===== config.mk =====
export PLATFORM = sky130hd
export DESIGN_NAME = framed_receive_keyword_detect
export DESIGN_NICKNAME = d
export VERILOG_FILES = /design/src/hw/rtl/fkd_pkg.sv /design/src/hw/rtl/fkd_ram.sv /design/src/hw/rtl/fkd_core.sv /design/src/hw/rtl/framed_receive_keyword_detect.sv
export SDC_FILE = /design/constraint.sdc
export NUM_CORES = 2
export LEC_CHECK = 0
export ABC_AREA = 1
export CAP_MARGIN = 10
export CORE_MARGIN = 2
export CORE_UTILIZATION = 66
export CTS_BUF_LIST = sky130_fd_sc_hd__clkbuf_2 sky130_fd_sc_hd__clkbuf_4 sky130_fd_sc_hd__clkbuf_8
export CTS_CLUSTER_SIZE = 40
export DETAILED_ROUTE_END_ITERATION = 8
export DONT_BUFFER_PORTS = 1
export PLACE_DENSITY_LB_ADDON = 0.12
export SLEW_MARGIN = 20
export SYNTH_ARGS = -nofsm -noshare
export SYNTH_HDL_FRONTEND = slang
export SYNTH_SLANG_ARGS = --single-unit

===== constraint.sdc =====
create_clock -name clock -period 10.8 [get_ports clock]
set_input_delay 0.54 -clock clock [delete_from_list [all_inputs] [get_ports clock]]
set_output_delay 0.54 -clock clock [all_outputs]
set_load 0.05 [all_outputs]

===== src/hw/rtl/fkd_pkg.sv =====
// Shared types, constants and keyword-match function for the framed receive keyword detector.
package fkd_pkg;

   localparam int BUF_LEN    = 256;
   localparam int CNT_W      = $clog2(BUF_LEN);
   localparam int BANK_DEPTH = BUF_LEN / 2;
   localparam int BANK_AW    = $clog2(BANK_DEPTH);

   localparam logic [1:0] KIND_BYTE       = 2'd0;
   localparam logic [1:0] KIND_RELEASE    = 2'd1;
   localparam logic [1:0] KIND_CLEAR_LOST = 2'd2;
   localparam logic [1:0] KIND_READ       = 2'd3;

   localparam logic [7:0] CH_MARK = 8'h40;
   localparam logic [7:0] CH_END  = 8'h2A;
   localparam logic [7:0] CH_NUL  = 8'h00;

   // Patterns packed with the first character in the lowest byte.
   localparam logic [15:0][7:0] CLOSED_PAT = {80'd0, "DESOLC"};
   localparam logic [3:0]       CLOSED_LEN = 4'd6;
   localparam logic [15:0][7:0] DISC_PAT   = {8'd0, "TCENNOCSID IFIW"};
   localparam logic [3:0]       DISC_LEN   = 4'd15;

   typedef struct packed {
      logic [1:0] kind;
      logic [7:0] rx_byte;
      logic [7:0] read_index;
   } item_type;

   typedef struct packed {
      logic             done;
      logic             armed;
      logic [CNT_W-1:0] count;
      logic             lost;
      logic             dropped;
   } status_type;

   typedef struct packed {
      logic             en;
      logic [CNT_W-1:0] pos;
      logic [7:0]       data;
   } wr_type;

   typedef struct packed {
      logic [3:0] pos;
      logic       hit;
   } kw_step_type;

   // One step of a restart matcher: advance on a hit, restart on a miss.
   function automatic kw_step_type kw_step(input logic [15:0][7:0] pat, input logic [3:0] len,
                                           input logic [3:0] pos, input logic [7:0] b);
      kw_step_type r;
      logic [3:0]  p;
      p = (pos >= len) ? 4'd0 : pos;
      r.hit = 1'b0;
      if (b == pat[p]) begin
         if (p + 4'd1 >= len) begin
            r.hit = 1'b1;
            r.pos = 4'd0;
         end else begin
            r.pos = p + 4'd1;
         end
      end else begin
         r.pos = (b == pat[0]) ? 4'd1 : 4'd0;
      end
      return r;
   endfunction

endpackage


===== src/hw/rtl/fkd_ram.sv =====
// Generic simple dual-port RAM with registered read.
module fkd_ram #(
   parameter int WIDTH = 8,
   parameter int DEPTH = 128
) (
   input  logic                     clock,
   input  logic                     wr_en,
   input  logic [$clog2(DEPTH)-1:0] wr_addr,
   input  logic [WIDTH-1:0]         wr_data,
   input  logic                     rd_en,
   input  logic [$clog2(DEPTH)-1:0] rd_addr,
   output logic [WIDTH-1:0]         rd_data
);

   logic [WIDTH-1:0] mem_ff [DEPTH];
   logic [WIDTH-1:0] rd_data_ff;

   always_ff @(posedge clock) begin
      if (wr_en) begin
         mem_ff[wr_addr] <= wr_data;
      end
      if (rd_en) begin
         rd_data_ff <= mem_ff[rd_addr];
      end
   end

   assign rd_data = rd_data_ff;

endmodule


===== src/hw/rtl/fkd_core.sv =====
// Frame state, keyword matchers and link-lost flag; issues buffer writes.
module fkd_core (
   input  logic                clock,
   input  logic                reset,
   input  logic                step_en,
   input  fkd_pkg::item_type   item,
   output fkd_pkg::status_type status,
   output fkd_pkg::wr_type     wr
);

   logic                     done_ff, done_in;
   logic                     armed_ff, armed_in;
   logic [fkd_pkg::CNT_W-1:0] count_ff, count_in;
   logic                     lost_ff, lost_in;
   logic [2:0]               closed_pos_ff, closed_pos_in;
   logic [3:0]               disc_pos_ff, disc_pos_in;
   logic                     dropped;
   fkd_pkg::kw_step_type     closed_step;
   fkd_pkg::kw_step_type     disc_step;

   always_comb begin
      closed_step = fkd_pkg::kw_step(fkd_pkg::CLOSED_PAT, fkd_pkg::CLOSED_LEN,
                                     {1'b0, closed_pos_ff}, item.rx_byte);
      disc_step   = fkd_pkg::kw_step(fkd_pkg::DISC_PAT, fkd_pkg::DISC_LEN,
                                     disc_pos_ff, item.rx_byte);
   end

   always_comb begin
      done_in       = done_ff;
      armed_in      = armed_ff;
      count_in      = count_ff;
      lost_in       = lost_ff;
      closed_pos_in = closed_pos_ff;
      disc_pos_in   = disc_pos_ff;
      dropped       = 1'b0;
      wr            = '0;
      if (step_en) begin
         case (item.kind)
            fkd_pkg::KIND_BYTE: begin
               if (done_ff) begin
                  dropped = 1'b1;
               end else begin
                  closed_pos_in = closed_step.pos[2:0];
                  disc_pos_in   = disc_step.pos;
                  lost_in       = lost_ff | closed_step.hit | disc_step.hit;
                  if (armed_ff) begin
                     if (item.rx_byte == fkd_pkg::CH_END) begin
                        done_in = 1'b1;
                     end else begin
                        armed_in = 1'b0;
                        count_in = '0;
                     end
                  end else if (item.rx_byte == fkd_pkg::CH_MARK) begin
                     armed_in = 1'b1;
                  end else begin
                     // store the byte; a full buffer restarts the frame at position 0
                     wr.en   = 1'b1;
                     wr.data = item.rx_byte;
                     if (count_ff >= fkd_pkg::CNT_W'(fkd_pkg::BUF_LEN - 1)) begin
                        wr.pos   = '0;
                        count_in = fkd_pkg::CNT_W'(1);
                     end else begin
                        wr.pos   = count_ff;
                        count_in = count_ff + fkd_pkg::CNT_W'(1);
                     end
                  end
               end
            end
            fkd_pkg::KIND_RELEASE: begin
               done_in  = 1'b0;
               armed_in = 1'b0;
               count_in = '0;
            end
            fkd_pkg::KIND_CLEAR_LOST: begin
               lost_in = 1'b0;
            end
            default: begin
            end
         endcase
      end
   end

   always_ff @(posedge clock) begin
      if (reset) begin
         done_ff       <= 1'b0;
         armed_ff      <= 1'b0;
         count_ff      <= '0;
         lost_ff       <= 1'b0;
         closed_pos_ff <= '0;
         disc_pos_ff   <= '0;
      end else begin
         done_ff       <= done_in;
         armed_ff      <= armed_in;
         count_ff      <= count_in;
         lost_ff       <= lost_in;
         closed_pos_ff <= closed_pos_in;
         disc_pos_ff   <= disc_pos_in;
      end
   end

   assign status.done    = done_in;
   assign status.armed   = armed_in;
   assign status.count   = count_in;
   assign status.lost    = lost_in;
   assign status.dropped = dropped;

   a_closed_pos_range: assert property (@(posedge clock) disable iff (reset)
      closed_pos_ff < 3'd6)
      else $error("closed matcher position out of range");

   a_disc_pos_range: assert property (@(posedge clock) disable iff (reset)
      disc_pos_ff < 4'd15)
      else $error("disconnect matcher position out of range");

   a_done_implies_armed: assert property (@(posedge clock) disable iff (reset)
      done_ff |-> armed_ff)
      else $error("frame complete without end marker armed");

   a_complete_freezes: assert property (@(posedge clock) disable iff (reset)
      step_en && done_ff && item.kind == fkd_pkg::KIND_BYTE |=>
         $stable(count_ff) && $stable(closed_pos_ff) && $stable(disc_pos_ff) && $stable(lost_ff))
      else $error("byte changed state while frame complete");

endmodule


===== src/hw/rtl/framed_receive_keyword_detect.sv =====
// Top level: input and result registers around the frame core and the two payload banks.
// An accepted beat passes the input register, then the result register, which drives rsp_.
// Throughput: one beat per cycle unless rsp_ stalls; then the input register still refills.
// Payload buffer: two banks (even and odd positions) so a byte and its NUL write together.
// Reset clears the pipeline valids, frame flags, count, matchers and link-lost flag.
// Buffer contents are not cleared; entries read before written return arbitrary data.
module framed_receive_keyword_detect (
   input  logic        clock,
   input  logic        reset,
   input  logic        req_tvalid,
   output logic        req_tready,
   input  logic [15:0] req_tdata,   // [7:0] rx_byte, [15:8] read_index
   input  logic [1:0]  req_tuser,   // [1:0] kind
   output logic        rsp_tvalid,
   input  logic        rsp_tready,
   output logic [23:0] rsp_tdata    // [0] frame_complete, [1] marker_armed,
                                    // [9:2] payload_count, [10] link_lost,
                                    // [18:11] read_data, [19] byte_dropped, [23:20] zero
);

   logic                 s1_valid_ff, s1_valid_in;
   fkd_pkg::item_type    s1_item_ff, s1_item_in;
   logic                 s2_valid_ff, s2_valid_in;
   fkd_pkg::status_type  s2_status_ff, s2_status_in;
   logic                 s2_rd_ok_ff, s2_rd_ok_in;
   logic                 s2_rd_odd_ff, s2_rd_odd_in;

   logic                 s2_free;
   logic                 s1_move;
   logic                 req_accept;
   fkd_pkg::status_type  status;
   fkd_pkg::wr_type      wr;
   logic [fkd_pkg::CNT_W-1:0] nul_pos;
   logic [fkd_pkg::CNT_W-1:0] even_pos;
   logic [fkd_pkg::CNT_W-1:0] odd_pos;
   logic [fkd_pkg::CNT_W-1:0] rd_pos;
   logic                 rd_in_range;
   logic                 rd_en;
   logic [7:0]           even_wdata;
   logic [7:0]           odd_wdata;
   logic [7:0]           even_q;
   logic [7:0]           odd_q;
   logic [7:0]           read_data;

   assign s2_free    = !s2_valid_ff || rsp_tready;
   assign s1_move    = s1_valid_ff && s2_free;
   assign req_tready = !s1_valid_ff || s2_free;
   assign req_accept = req_tvalid && req_tready;

   always_comb begin
      s1_valid_in = s1_valid_ff;
      s1_item_in  = s1_item_ff;
      if (req_accept) begin
         s1_valid_in           = 1'b1;
         s1_item_in.kind       = req_tuser;
         s1_item_in.rx_byte    = req_tdata[7:0];
         s1_item_in.read_index = req_tdata[15:8];
      end else if (s1_move) begin
         s1_valid_in = 1'b0;
      end
   end

   fkd_core u_core (
      .clock   (clock),
      .reset   (reset),
      .step_en (s1_move),
      .item    (s1_item_ff),
      .status  (status),
      .wr      (wr)
   );

   // byte at wr.pos, NUL right after it: the two land in opposite banks
   assign nul_pos    = wr.pos + fkd_pkg::CNT_W'(1);
   assign even_pos   = wr.pos[0] ? nul_pos : wr.pos;
   assign odd_pos    = wr.pos[0] ? wr.pos : nul_pos;
   assign even_wdata = wr.pos[0] ? fkd_pkg::CH_NUL : wr.data;
   assign odd_wdata  = wr.pos[0] ? wr.data : fkd_pkg::CH_NUL;

   assign rd_pos      = fkd_pkg::CNT_W'(s1_item_ff.read_index);
   assign rd_in_range = 32'(s1_item_ff.read_index) < 32'(fkd_pkg::BUF_LEN);
   assign rd_en       = s1_move && (s1_item_ff.kind == fkd_pkg::KIND_READ) && rd_in_range;

   fkd_ram #(
      .WIDTH (8),
      .DEPTH (fkd_pkg::BANK_DEPTH)
   ) u_even_bank (
      .clock   (clock),
      .wr_en   (wr.en),
      .wr_addr (even_pos[fkd_pkg::CNT_W-1:1]),
      .wr_data (even_wdata),
      .rd_en   (rd_en),
      .rd_addr (rd_pos[fkd_pkg::CNT_W-1:1]),
      .rd_data (even_q)
   );

   fkd_ram #(
      .WIDTH (8),
      .DEPTH (fkd_pkg::BANK_DEPTH)
   ) u_odd_bank (
      .clock   (clock),
      .wr_en   (wr.en),
      .wr_addr (odd_pos[fkd_pkg::CNT_W-1:1]),
      .wr_data (odd_wdata),
      .rd_en   (rd_en),
      .rd_addr (rd_pos[fkd_pkg::CNT_W-1:1]),
      .rd_data (odd_q)
   );

   always_comb begin
      s2_valid_in  = s2_valid_ff;
      s2_status_in = s2_status_ff;
      s2_rd_ok_in  = s2_rd_ok_ff;
      s2_rd_odd_in = s2_rd_odd_ff;
      if (s1_move) begin
         s2_valid_in  = 1'b1;
         s2_status_in = status;
         s2_rd_ok_in  = (s1_item_ff.kind == fkd_pkg::KIND_READ) && rd_in_range;
         s2_rd_odd_in = rd_pos[0];
      end else if (rsp_tready) begin
         s2_valid_in = 1'b0;
      end
   end

   always_ff @(posedge clock) begin
      if (reset) begin
         s1_valid_ff <= 1'b0;
         s2_valid_ff <= 1'b0;
      end else begin
         s1_valid_ff <= s1_valid_in;
         s2_valid_ff <= s2_valid_in;
      end
   end

   always_ff @(posedge clock) begin
      s1_item_ff   <= s1_item_in;
      s2_status_ff <= s2_status_in;
      s2_rd_ok_ff  <= s2_rd_ok_in;
      s2_rd_odd_ff <= s2_rd_odd_in;
   end

   // bank outputs hold while the result stalls: reads fire only on advance
   assign read_data = s2_rd_ok_ff ? (s2_rd_odd_ff ? odd_q : even_q) : 8'd0;

   assign rsp_tvalid = s2_valid_ff;
   assign rsp_tdata  = {4'd0,
                        s2_status_ff.dropped,
                        read_data,
                        s2_status_ff.lost,
                        8'(s2_status_ff.count),
                        s2_status_ff.armed,
                        s2_status_ff.done};

endmodule


==> results by group <==
Die
  • Die Ht: 365 µm
  • Die area: 133000 µm²
  • # IOs: 48
  • Core Area: 129000 µm²
  • Row count: 132
  • Die W: 365 µm
  • Initial Util: 0.665

Critical path
  • CP max FO: 22
  • CP Depth: 12
  • Max stage delay cell, worst path: nor3_1
  • Worst Path Buf+Inv: 0
  • Worst setup path class: reg -> reg
  • CP Data Required Time: 11.42 ns
  • CP top delay family: simple AND/OR/NAND/NOR gates
  • Reg2Reg Setup Slack: 5.46 ns
  • CP startpoint kind: register
  • Worst reg2reg path endpoint: u_even_bank.mem_ff[68][1]$_DFFE_PP_
  • Setup crit start: rsp_tvalid$_SDFFE_PP0P_
  • CP Data Arrival Time: 5.96 ns
  • Worst R2R Path Depth: 12
  • Reg2reg start: rsp_tvalid$_SDFFE_PP0P_
  • CP Capture Type: register
  • Crit path top cell by count: nand2_1
  • CP cell instances: nand2_1, nand2_2, nor2_2, nand3_4, nor2_8, ha_1, nand4_1, nand2_1, nand2_1, nand2_2, nand3_2, nor3_1
  • Critical Path End: u_even_bank.mem_ff[68][1]$_DFFE_PP_
  • Crit-path max cell delay: 1.13 ns

Drt
  • Initial DRC Count: a little over 9000
  • Vias: between 50000 and 60000
  • Detailed Routing Iterations Pass 1: 8
  • Via density per instance: 6.45
  • Routed wire length: 223000 µm
  • DR WL/cell: about 25 µm
  • DRC Markers: 0
  • Final ANT Viol Nets: 0

Clock tree
  • Max clock buf depth: 4
  • Clock Tree Root: clkbuf_8
  • CTS sink cnt: 2116
  • TritonCTS clock tree: built
  • H-tree depth: 5
  • CTS Buf Count: 344
  • # Post-CTS Setup Buffers: 0
  • Reg clk slew, reported paths: 0.06 ns
  • Clk_lat worst skew: 1.02 ns

Global route
  • Overall routing resource usage: 0.334
  • Pin count of the biggest net entering global routing: 250
  • First-pass GRT wire length: approximately 330000 µm
  • Total congestion overflow: 0
  • Antenna violations before repair: 3
  • Vias in the first global route: 55600

Logic synthesis
  • Post-synthesis cell count: 7003
  • Post-synthesis register bit count: ~2100
  • Mean post-synth cell area: 12.3 µm²
  • Async SR Flop Fraction: 0
  • Main synth FF type: edfxtp_1
  • EDFF count, synth: 2096
  • Yosys warns: 0
  • Post-Synthesis Cell Area: ~86000 µm²
  • Register area share after synthesis: 0.736
  • Cell variety after synth: 38

Power
  • Leak Pwr: 0.0290 µW
  • P_int: between 10000 and 15000 µW
  • Clk pwr share: 0.404
  • NetSw: between 3000 and 4000 µW
  • Worst VDD drop: 0.000157 V
  • Net Sw Frac: 0.224
  • Pwr dens: 174 nW/µm²
  • Part of the power in registers: 0.548
  • Power Total: 16300 µW
  • Combinational share of power: 0.048

Layout
  • Most common cell after layout, fill and taps aside: edfxtp_1
  • Cell Count, Final, Fillers Out: approximately 8900
  • Fin nets: 6993
  • Most frequent cells in the layout: edfxtp_1, nor2_1, o21ai_0
  • Layout area overhead: 9.01%
  • Share of layout cells above drive strength 1: 0.105

Placement
  • GP Congestion: 0.922
  • Placed cell count: 8337
  • Final HPWL DP: 122000 µm
  • Place WS: 5.47 ns
  • IO buf count: 0

Timing
  • Unrepaired setup endpoints after global routing: false
  • Setup Skew: ~0.046 ns
  • Fin. max-slew vios: 0
  • Slew HR: 0.200
  • Final hold vios: 0
  • Min Clock Period, post-route: 5.34 ns
  • Final setup viols: 0
  • Fin Hold WS: 0.168 ns
  • Setup TNS: 0 ns
  • Maximum clock frequency: between 150 and 200 MHz
  • Final worst slack: between 5 and 6 ns
  • Worst Max-Slew Pin Slew: 1.20 ns
  • Fin crit share: 0.494

Flow run
  • Max_cap viols: 0

Hold path
  • Cell depth of the worst min-delay path: 1
  • Worst Hold Class: in -> reg

Outcome
  • Status: finished clean
[power by group through the flow]
stage / Clock, µW / Sequential (µW) / Combinational, µW
after global placement: 0 / 9110 / 742
after CTS: 6620 / 8940 / 767
after global routing: 7000 / 8940 / 849
after floorplan: 0 / 9110 / 518
after detailed placement: 0 / 9110 / 755
final: 6590 / 8940 / 789
[flip-flops by register name, indices dropped and copies added, names as in the netlist, 3 cells and up]
name and count:
u_odd_bank.mem_ff 1024, u_even_bank.rd_data 8, u_odd_bank.rd_data 8, rsp_tdata 12
u_core.count_ff 8, u_core.closed_pos_ff 3, rd_pos 8, u_even_bank.mem_ff 1024
s1_item_ff 10, u_core.disc_pos_ff 4
[cell type report]
class                           instances  area, µm²
Tap cell                             1742       2180
Timing Repair Buffer                  107        972
Sequential cell                      2116      63300
Clock inverter                        122        691
Clock buffer                          461       5680
Antenna cell                            2       5.00
Multi-Input combinational cell       4236      20400
Fill cell                            8631      35700
Inverter                              157        614
[cells by family (layout without fill, tap and decap cells)]
group,count (synthesis),count (layout),share of synthesized area
AOI/OAI and AO/OA,1528,1528,0.0956
other,1,6,0.0000436
and+or+nand+nor,2693,2693,0.137
xor gates and xnor gates,2,2,0.000204
buffers and inverters,654,847,0.0302
DFF,2116,2116,0.736
adders and majority gates,9,9,0.00131
[worst min-delay path by stage]
stage	start	to	slack, ns
after detailed placement	rd_pos[0]$_DFFE_PP_	s2_rd_odd_ff$_DFFE_PP_	0.42
after floorplan	rd_pos[0]$_DFFE_PP_	s2_rd_odd_ff$_DFFE_PP_	0.40
final	req_tdata[10]	rd_pos[2]$_DFFE_PP_	0.17
after CTS	req_tdata[10]	rd_pos[2]$_DFFE_PP_	0.07
after global placement	rd_pos[0]$_DFFE_PP_	s2_rd_odd_ff$_DFFE_PP_	0.40
after global routing	req_tdata[10]	rd_pos[2]$_DFFE_PP_	0.11
[timing repair]
action,4_1_cts,5_1_grt
gates resized for setup,0,0
hold buffers,21,0
hold endpoints to repair,38,0
[per-stage QoR]
step	utilization	cell area, µm²
final	0.725	93800
after global routing	0.725	93800
after CTS	0.724	93700
after detailed placement	0.673	87100
after global placement	0.673	87100
after floorplan	-	86100
[layer usage]
layer	part of all wire	GRT usage	routed length, µm	up-vias
met4	0.029	0.118	6430	2
met2	0.45	0.503	101000	3861
met1	0.39	0.478	87000	27700
met5	0.000058	0	13	-
li1	-	-	-	25600
met3	0.13	0.0885	28300	484
[synth_stat cells (9+ instances only)]
| cell | number | area, µm² |
|---|---|---|
| edfxtp_1 | 2096 | 62900 |
| nor2_1 | 1062 | 3990 |
| o21ai_0 | 969 | 4850 |
| nand2_1 | 727 | 2730 |
| nand3_1 | 680 | 3400 |
| o22ai_1 | 434 | 2720 |
| clkbuf_1 | 387 | 1450 |
| inv_1 | 142 | 533 |
| a21oi_1 | 111 | 556 |
| nor3_1 | 101 | 505 |
| buf_1 | 50 | 188 |
| nor3_2 | 47 | 470 |
| buf_2 | 42 | 210 |
| nand3_2 | 23 | 230 |
| dfxtp_1 | 20 | 400 |
| nand2_2 | 19 | 119 |
| inv_2 | 13 | 48.8 |
| buf_4 | 12 | 90.1 |
| nand4_1 | 11 | 68.8 |
| ha_1 | 9 | 113 |
No activity file was read; power rests on OpenSTA's default activity.
